File: config.mk
export PLATFORM = sky130hd
export DESIGN_NAME = nearest_point_l1_range_count_core
export DESIGN_NICKNAME = d
export VERILOG_FILES = /design/src/hdl/npl1_pkg.sv /design/src/hdl/nearest_point_l1_range_count.sv /design/src/hdl/npl1_front.sv /design/src/hdl/npl1_back.sv
export SDC_FILE = /design/constraint.sdc
export NUM_CORES = 2
export LEC_CHECK = 0
export BUFFER_PORTS_ARGS = -buffer_cell sky130_fd_sc_hd__buf_2
export CORE_UTILIZATION = 39
export DETAILED_ROUTE_END_ITERATION = 16
export SLEW_MARGIN = 0
export SYNTH_ARGS = -nofsm -noshare
export SYNTH_HDL_FRONTEND = slang
export SYNTH_SLANG_ARGS = --single-unit
File: constraint.sdc
create_clock -name clk -period 11.45 [get_ports clk]
set_input_delay 1.145 -clock clk [delete_from_list [all_inputs] [get_ports clk]]
set_output_delay 1.145 -clock clk [all_outputs]
set_load 0.1 [all_outputs]
File: src/hdl/npl1_pkg.sv
`timescale 1ns / 1ps

package npl1_pkg;

	localparam int MAX_ANCHORS = 64;
	localparam int AIDX_W = $clog2(MAX_ANCHORS);
	localparam int ACNT_W = $clog2(MAX_ANCHORS + 1);
	localparam int COORD_BITS = 30;
	localparam int CNT_W = 24;
	localparam logic [CNT_W-1:0] CNT_MAX = {CNT_W{1'b1}};
	localparam int QDEPTH = 2;
	localparam int QPTR_W = $clog2(QDEPTH);
	localparam int QCNT_W = $clog2(QDEPTH + 1);

	typedef enum logic [1:0] {
		OP_LOAD  = 2'd0,
		OP_QUERY = 2'd1,
		OP_CLEAR = 2'd2,
		OP_NONE  = 2'd3
	} op_t;

	typedef enum logic {
		BK_IDLE,
		BK_SCAN
	} bk_state_t;

	typedef struct packed {
		op_t                   kind;
		logic [COORD_BITS-1:0] position;
		logic [COORD_BITS-1:0] height;
	} item_t;

endpackage

File: src/hdl/nearest_point_l1_range_count.sv
`timescale 1ns / 1ps

// Checks points against a table of up to 64 anchor positions on a line.
// An item (operation, position, height) is taken at a clock edge where start
// is high and busy is low; busy rises while the two-entry input queue is full.
// Operation 0 loads an anchor, 1 queries a point, 2 clears table and count.
// Every item gives exactly one result beat, marked by done for one cycle, with
// covered, total_covered and load_dropped; the receiver cannot hold it off.
// The user must write the range limit through cfg_we and cfg_wdata only while idle; the block has no check.
// Load, clear and short queries finish in the idle state without a scan, so
// they stream at one item per cycle unless a scanning query is ahead of
// them. A query that scans walks the anchor memory through its single read
// port, one entry per cycle; the scan stops at the first anchor in range.
// Reset empties the queue and clears the anchor count, the covered count and
// the range limit; the anchor memory itself is not cleared.
module nearest_point_l1_range_count_core (
	input  logic                            clk,
	input  logic                            arst_n,
	input  logic                            start,
	output logic                            busy,
	input  logic [1:0]                      operation,
	input  logic [npl1_pkg::COORD_BITS-1:0] position,
	input  logic [npl1_pkg::COORD_BITS-1:0] height,
	input  logic                            cfg_we,
	input  logic [npl1_pkg::COORD_BITS-1:0] cfg_wdata,
	output logic                            done,
	output logic                            covered,
	output logic [npl1_pkg::CNT_W-1:0]      total_covered,
	output logic                            load_dropped
);

	logic [npl1_pkg::COORD_BITS-1:0] range_limit_q;
	logic                            q_valid;
	logic                            q_pop;
	npl1_pkg::item_t                 q_item;

	always_ff @(posedge clk or negedge arst_n) begin
		if (!arst_n) begin
			range_limit_q <= '0;
		end else if (cfg_we) begin
			range_limit_q <= cfg_wdata;
		end
	end

	npl1_front u_front (
		.clk       (clk),
		.arst_n    (arst_n),
		.start     (start),
		.busy      (busy),
		.operation (operation),
		.position  (position),
		.height    (height),
		.q_valid   (q_valid),
		.q_item    (q_item),
		.q_pop     (q_pop)
	);

	npl1_back u_back (
		.clk           (clk),
		.arst_n        (arst_n),
		.range_limit   (range_limit_q),
		.q_valid       (q_valid),
		.q_item        (q_item),
		.q_pop         (q_pop),
		.done          (done),
		.covered       (covered),
		.total_covered (total_covered),
		.load_dropped  (load_dropped)
	);

	a_cov_drop_excl: assert property (@(posedge clk) disable iff (!arst_n)
		!(covered && load_dropped))
		else $error("covered and load_dropped both set");

	a_cov_nonzero: assert property (@(posedge clk) disable iff (!arst_n)
		(done && covered) |-> (total_covered != '0))
		else $error("covered beat with zero total");

	a_cov_step: assert property (@(posedge clk) disable iff (!arst_n)
		(done && covered && ($past(total_covered) != npl1_pkg::CNT_MAX)) |->
		(total_covered == npl1_pkg::CNT_W'($past(total_covered) + 1'b1)))
		else $error("total did not advance by one on a covered beat");

	a_total_quiet: assert property (@(posedge clk) disable iff (!arst_n)
		!done |-> $stable(total_covered))
		else $error("total changed without a result beat");

endmodule

File: src/hdl/npl1_front.sv
`timescale 1ns / 1ps

module npl1_front (
	input  logic                            clk,
	input  logic                            arst_n,
	input  logic                            start,
	output logic                            busy,
	input  logic [1:0]                      operation,
	input  logic [npl1_pkg::COORD_BITS-1:0] position,
	input  logic [npl1_pkg::COORD_BITS-1:0] height,
	output logic                            q_valid,
	output npl1_pkg::item_t                 q_item,
	input  logic                            q_pop
);

	npl1_pkg::item_t                    entries_q [npl1_pkg::QDEPTH];
	logic [npl1_pkg::QPTR_W-1:0]        wr_ptr_q;
	logic [npl1_pkg::QPTR_W-1:0]        rd_ptr_q;
	logic [npl1_pkg::QCNT_W-1:0]        cnt_q;
	logic                               push;
	npl1_pkg::item_t                    new_item;

	assign busy = (cnt_q == npl1_pkg::QCNT_W'(npl1_pkg::QDEPTH));
	assign push = start && !busy;
	assign q_valid = (cnt_q != '0);
	assign q_item = entries_q[rd_ptr_q];

	always_comb begin
		new_item.kind = npl1_pkg::op_t'(operation);
		new_item.position = position;
		new_item.height = height;
	end

	always_ff @(posedge clk) begin
		if (push) begin
			entries_q[wr_ptr_q] <= new_item;
		end
	end

	always_ff @(posedge clk or negedge arst_n) begin
		if (!arst_n) begin
			wr_ptr_q <= '0;
			rd_ptr_q <= '0;
			cnt_q <= '0;
		end else begin
			if (push) begin
				wr_ptr_q <= wr_ptr_q + 1'b1;
			end
			if (q_pop) begin
				rd_ptr_q <= rd_ptr_q + 1'b1;
			end
			if (push && !q_pop) begin
				cnt_q <= cnt_q + 1'b1;
			end else if (!push && q_pop) begin
				cnt_q <= cnt_q - 1'b1;
			end
		end
	end

endmodule

File: src/hdl/npl1_back.sv
`timescale 1ns / 1ps

module npl1_back (
	input  logic                            clk,
	input  logic                            arst_n,
	input  logic [npl1_pkg::COORD_BITS-1:0] range_limit,
	input  logic                            q_valid,
	input  npl1_pkg::item_t                 q_item,
	output logic                            q_pop,
	output logic                            done,
	output logic                            covered,
	output logic [npl1_pkg::CNT_W-1:0]      total_covered,
	output logic                            load_dropped
);

	logic [npl1_pkg::COORD_BITS-1:0] mem [npl1_pkg::MAX_ANCHORS];

	npl1_pkg::bk_state_t              state_q, state_d;
	logic [npl1_pkg::ACNT_W-1:0]      anchor_cnt_q, anchor_cnt_d;
	logic [npl1_pkg::CNT_W-1:0]       cov_cnt_q, cov_cnt_d;
	logic [npl1_pkg::ACNT_W-1:0]      idx_q, idx_d;
	logic                             vld_q, vld_d;
	logic [npl1_pkg::COORD_BITS-1:0]  rd_data_q;
	logic [npl1_pkg::COORD_BITS-1:0]  px_q;
	logic [npl1_pkg::COORD_BITS-1:0]  lim_h_q;
	logic [npl1_pkg::COORD_BITS-1:0]  delta;
	logic                             hit;
	logic                             rd_en;
	logic                             wr_en;
	logic                             start_scan;
	logic                             fin;
	logic                             fin_cov;
	logic                             fin_drop;
	logic                             done_q;
	logic                             covered_q;
	logic                             dropped_q;

	assign delta = (rd_data_q >= px_q) ? (rd_data_q - px_q) : (px_q - rd_data_q);
	assign hit = vld_q && (delta <= lim_h_q);

	always_comb begin
		state_d = state_q;
		anchor_cnt_d = anchor_cnt_q;
		cov_cnt_d = cov_cnt_q;
		idx_d = idx_q;
		vld_d = 1'b0;
		q_pop = 1'b0;
		rd_en = 1'b0;
		wr_en = 1'b0;
		start_scan = 1'b0;
		fin = 1'b0;
		fin_cov = 1'b0;
		fin_drop = 1'b0;
		case (state_q)
			npl1_pkg::BK_IDLE: begin
				if (q_valid) begin
					q_pop = 1'b1;
					case (q_item.kind)
						npl1_pkg::OP_LOAD: begin
							fin = 1'b1;
							if (anchor_cnt_q != npl1_pkg::ACNT_W'(npl1_pkg::MAX_ANCHORS)) begin
								wr_en = 1'b1;
								anchor_cnt_d = anchor_cnt_q + 1'b1;
							end else begin
								fin_drop = 1'b1;
							end
						end
						npl1_pkg::OP_QUERY: begin
							if ((anchor_cnt_q == '0) || (q_item.height > range_limit)) begin
								fin = 1'b1;
							end else begin
								start_scan = 1'b1;
								idx_d = '0;
								state_d = npl1_pkg::BK_SCAN;
							end
						end
						npl1_pkg::OP_CLEAR: begin
							fin = 1'b1;
							anchor_cnt_d = '0;
							cov_cnt_d = '0;
						end
						default: begin
							fin = 1'b1;
						end
					endcase
				end
			end
			npl1_pkg::BK_SCAN: begin
				if (hit) begin
					fin = 1'b1;
					fin_cov = 1'b1;
					if (cov_cnt_q != npl1_pkg::CNT_MAX) begin
						cov_cnt_d = cov_cnt_q + 1'b1;
					end
					state_d = npl1_pkg::BK_IDLE;
				end else if (idx_q != anchor_cnt_q) begin
					rd_en = 1'b1;
					idx_d = idx_q + 1'b1;
					vld_d = 1'b1;
				end else begin
					fin = 1'b1;
					state_d = npl1_pkg::BK_IDLE;
				end
			end
			default: begin
				state_d = npl1_pkg::BK_IDLE;
			end
		endcase
	end

	always_ff @(posedge clk) begin
		if (wr_en) begin
			mem[anchor_cnt_q[npl1_pkg::AIDX_W-1:0]] <= q_item.position;
		end
		if (rd_en) begin
			rd_data_q <= mem[idx_q[npl1_pkg::AIDX_W-1:0]];
		end
		if (start_scan) begin
			px_q <= q_item.position;
			lim_h_q <= range_limit - q_item.height;
		end
	end

	always_ff @(posedge clk or negedge arst_n) begin
		if (!arst_n) begin
			state_q <= npl1_pkg::BK_IDLE;
			anchor_cnt_q <= '0;
			cov_cnt_q <= '0;
			idx_q <= '0;
			vld_q <= 1'b0;
			done_q <= 1'b0;
			covered_q <= 1'b0;
			dropped_q <= 1'b0;
		end else begin
			state_q <= state_d;
			anchor_cnt_q <= anchor_cnt_d;
			cov_cnt_q <= cov_cnt_d;
			idx_q <= idx_d;
			vld_q <= vld_d;
			done_q <= fin;
			covered_q <= fin_cov;
			dropped_q <= fin_drop;
		end
	end

	assign done = done_q;
	assign covered = covered_q;
	assign total_covered = cov_cnt_q;
	assign load_dropped = dropped_q;

endmodule

==> metrics.yaml <==
cp_max_fo: 42
synth-async-reset-ratio_pct: 3.483
htreeDepth: 4
grt_pass1_wl_um: 319500
ir_worst_vdd_uv: 200.2
tightest_slew_ps: 1064
holdBufCountCts: 0
routed_wl_um: 223700
finalInstanceArea_um2: 100700
ys_warn_count: 0
drtIter0Drc: 5523
initial_utilization_pct: 39.38
fp.dieH_um: 479.2
reg2reg_from: "u_back.rd_data_q[0]$_DFFE_PP_"
cts_made_buffers: 216
cts-root-buf: "clkbuf_16"
min_period_over_period_pct: 60.35
cts.sinks: 2211
totalPowerFinal_uw: 24050
coreArea_um2: 225500
yosysTopAreaCell: "edfxtp_1"
fin_crit_ps: 6910
cts_tree: "built"
status: "completed"
critPathRequiredTime_ps: 12150
row_count: 174
grt_max_degree: 151
power_per_cell_area_nw_per_um2: 238.8
antenna_found_initial: 25
hpwl_um: 121900
arrival_ps: 7610
gp_congestion: 0.8412
endpoint_kind: "flop"
drive_gt1_share_pct: 28.48
clk_path_buf_depth: 3
fin_nets: 4688
area_growth_pct: 13.41
cts.clk_slew.worst_paths_ps: 70
fmax_mhz: 144.7
grt_pass1_vias: 44029
skew_ps: 69.86
yosysUniqueCellTypes: 63
first_pass_iters: 5
io_pins: 124
die_area_um2: 229600
ys_top_cells_by_count: "edfxtp_1, mux4_2, nor2_1"
synth_ff_type: "edfxtp_1"
tns_ps: 0
overflow: 0
drc: 0
hold_violations: 0
wl_per_cell_um: 29.24
dpl_cell_area_um2: 93980
avgSynthCellArea_um2: 21.18
cts_setup_buffers: 0
die_w_um: 479.2
synth_area_leaders: "edfxtp_1, mux4_2, dfrtp_1"
reg2regPathDepth: 22
p_leak_uw: 0.03222
synth_fp_nets: 4416
holdWs_ps: 212.0
portBuffers: 123
ys_ff_latch: 2211
regToRegSetupSlack_ps: 4540
vias_per_cell: 5.689
crit_path_start_kind: "flop"
grt_usage_pct: 19.40
synthesis.area_um2: 88820
r2r_end: "u_back.idx_q[6]$_DFFE_PN0P_"
synth_edf_count: 2134
ant_nets: 0
setup_violations: 0
critical_path_class: "flop to flop"
slew_headroom_pct: 29.05
via_count: 43516
drv_slew: 0
hold_path.class: "input port to asynchronous set/reset pin"
ys_seq_area_share_pct: 74.32
yosysMostFrequentCell: "edfxtp_1"
synth_top_area_share_pct: 72.15
synthCells: 4193
rsz0062_at_grt: "no"
clock_latency_ps: 870
maxCapViolCount: 0
cts_resized: 0
fin_util_pct: 44.66
-- report_power, final --
| part | switching (uW) | internal, uW | leakage, uW | total [uW] |
|---|---|---|---|---|
| clock network | 3050 | 3750 | 0.00328 | 6800 |
| registers | 221 | 10200 | 0.0202 | 10400 |
| logic | 4270 | 2600 | 0.00873 | 6870 |
| total | 7540 | 16500 | 0.0322 | 24100 |
-- area by class of cell --
| class | count | area (um^2) |
|---|---|---|
| Sequential cell | 2211 | 66030 |
| Multi-Input combinational cell | 1660 | 22110 |
| Antenna cell | 8 | 20.02 |
| Inverter | 127 | 476.7 |
| Timing Repair Buffer | 249 | 1627 |
| Tap cell | 2992 | 3744 |
| Clock inverter | 131 | 1082 |
| Clock buffer | 271 | 5643 |
| Fill cell | 18960 | 124800 |
-- flip-flops by register name, summed over array words and instances (netlist names) --
name / cells
u_front.entries_q: 124
u_front.rd_ptr_q: 1
u_back.anchor_cnt_q: 7
u_back.covered: 1
u_back.load_dropped: 1
u_front.wr_ptr_q: 1
u_back.rd_data_q: 30
u_front.cnt_q: 2
u_back.state_q: 1
u_back.done: 1
u_back.total_covered: 24
u_back.mem: 1920
u_back.vld_q: 1
u_back.idx_q: 7
u_back.lim_h_q: 30
range_limit_q: 30
u_back.px_q: 30
-- placed cells by master (no fill, tap or decap), types with 15 or more instances in the layout --
cell and n:
inv_1 127, nor3_1 15, clkbuf_1 53, a21oi_1 92
clkinv_1 56, a21o_1 58, buf_2 122, nand2_1 82
nor2_1 75, o21ai_0 51, edfxtp_1 2134, nand3_1 61
dfrtp_1 70, nor2_4 67, nand4_1 19, and3_1 17
ha_1 124, mux2i_1 47, mux2_2 63, xor2_1 21
clkbuf_16 217, xnor2_1 47, mux4_2 630, clkinv_2 44
buf_4 122
-- stage by stage --
| stage | setup WS, ps | std cells |
|---|---|---|
| after floorplan | 5033 | 4193 |
| after global placement | 4689 | 7239 |
| after detailed placement | 4666 | 7239 |
| after CTS | 4596 | 7641 |
| after global routing | 3979 | 7641 |
| final | 4540 | 7649 |
-- metal layers --
layer	track usage (%)	routed length, um	vias up
met5	0	31	-
met4	5.305	5546	4
met3	3.444	17380	273
met2	30.76	106100	1712
met1	27.63	94570	23497
li1	-	-	18030
-- kinds of logic after synthesis --
logic type / after synthesis / share of synthesized area (%)
AOI/OAI and AO/OA: 318 / 2.340
xor gates and xnor gates: 68 / 0.6706
and+or+nand+nor: 407 / 2.179
muxes: 740 / 17.30
buffers and inverters: 322 / 1.372
DFF: 2211 / 74.32
adders and majority gates: 127 / 1.814
-- critical path: stages (launching register included) --
cell,delay [ps]
edfxtp_1,390
inv_1,70
ha_1,160
inv_1,60
fa_1,390
a21oi_1,200
o31ai_1,150
a211oi_1,540
o221ai_1,280
a21o_1,260
a21oi_4,130
buf_4,450
mux2i_1,320
o21ai_0,130
xnor2_1,150
ha_1,320
nand4_1,150
nor4_1,620
a211o_1,220
nand3_1,290
nor2_4,890
a21oi_1,270
a22o_1,310
-- worst max-delay path by stage --
stage	startpoint	endpoint	slack, ps
floorplan	u_back.rd_data_q[0]$_DFFE_PP_	u_back.idx_q[5]$_DFFE_PN0P_	5030
global placement	u_back.rd_data_q[0]$_DFFE_PP_	u_back.idx_q[5]$_DFFE_PN0P_	4690
detailed placement	u_back.rd_data_q[0]$_DFFE_PP_	u_back.idx_q[6]$_DFFE_PN0P_	4670
CTS	u_back.rd_data_q[0]$_DFFE_PP_	u_back.idx_q[6]$_DFFE_PN0P_	4600
global route	u_back.rd_data_q[0]$_DFFE_PP_	u_back.idx_q[5]$_DFFE_PN0P_	3980
finish	u_back.rd_data_q[0]$_DFFE_PP_	u_back.idx_q[6]$_DFFE_PN0P_	4540
Power figures use the tool's default switching activity.
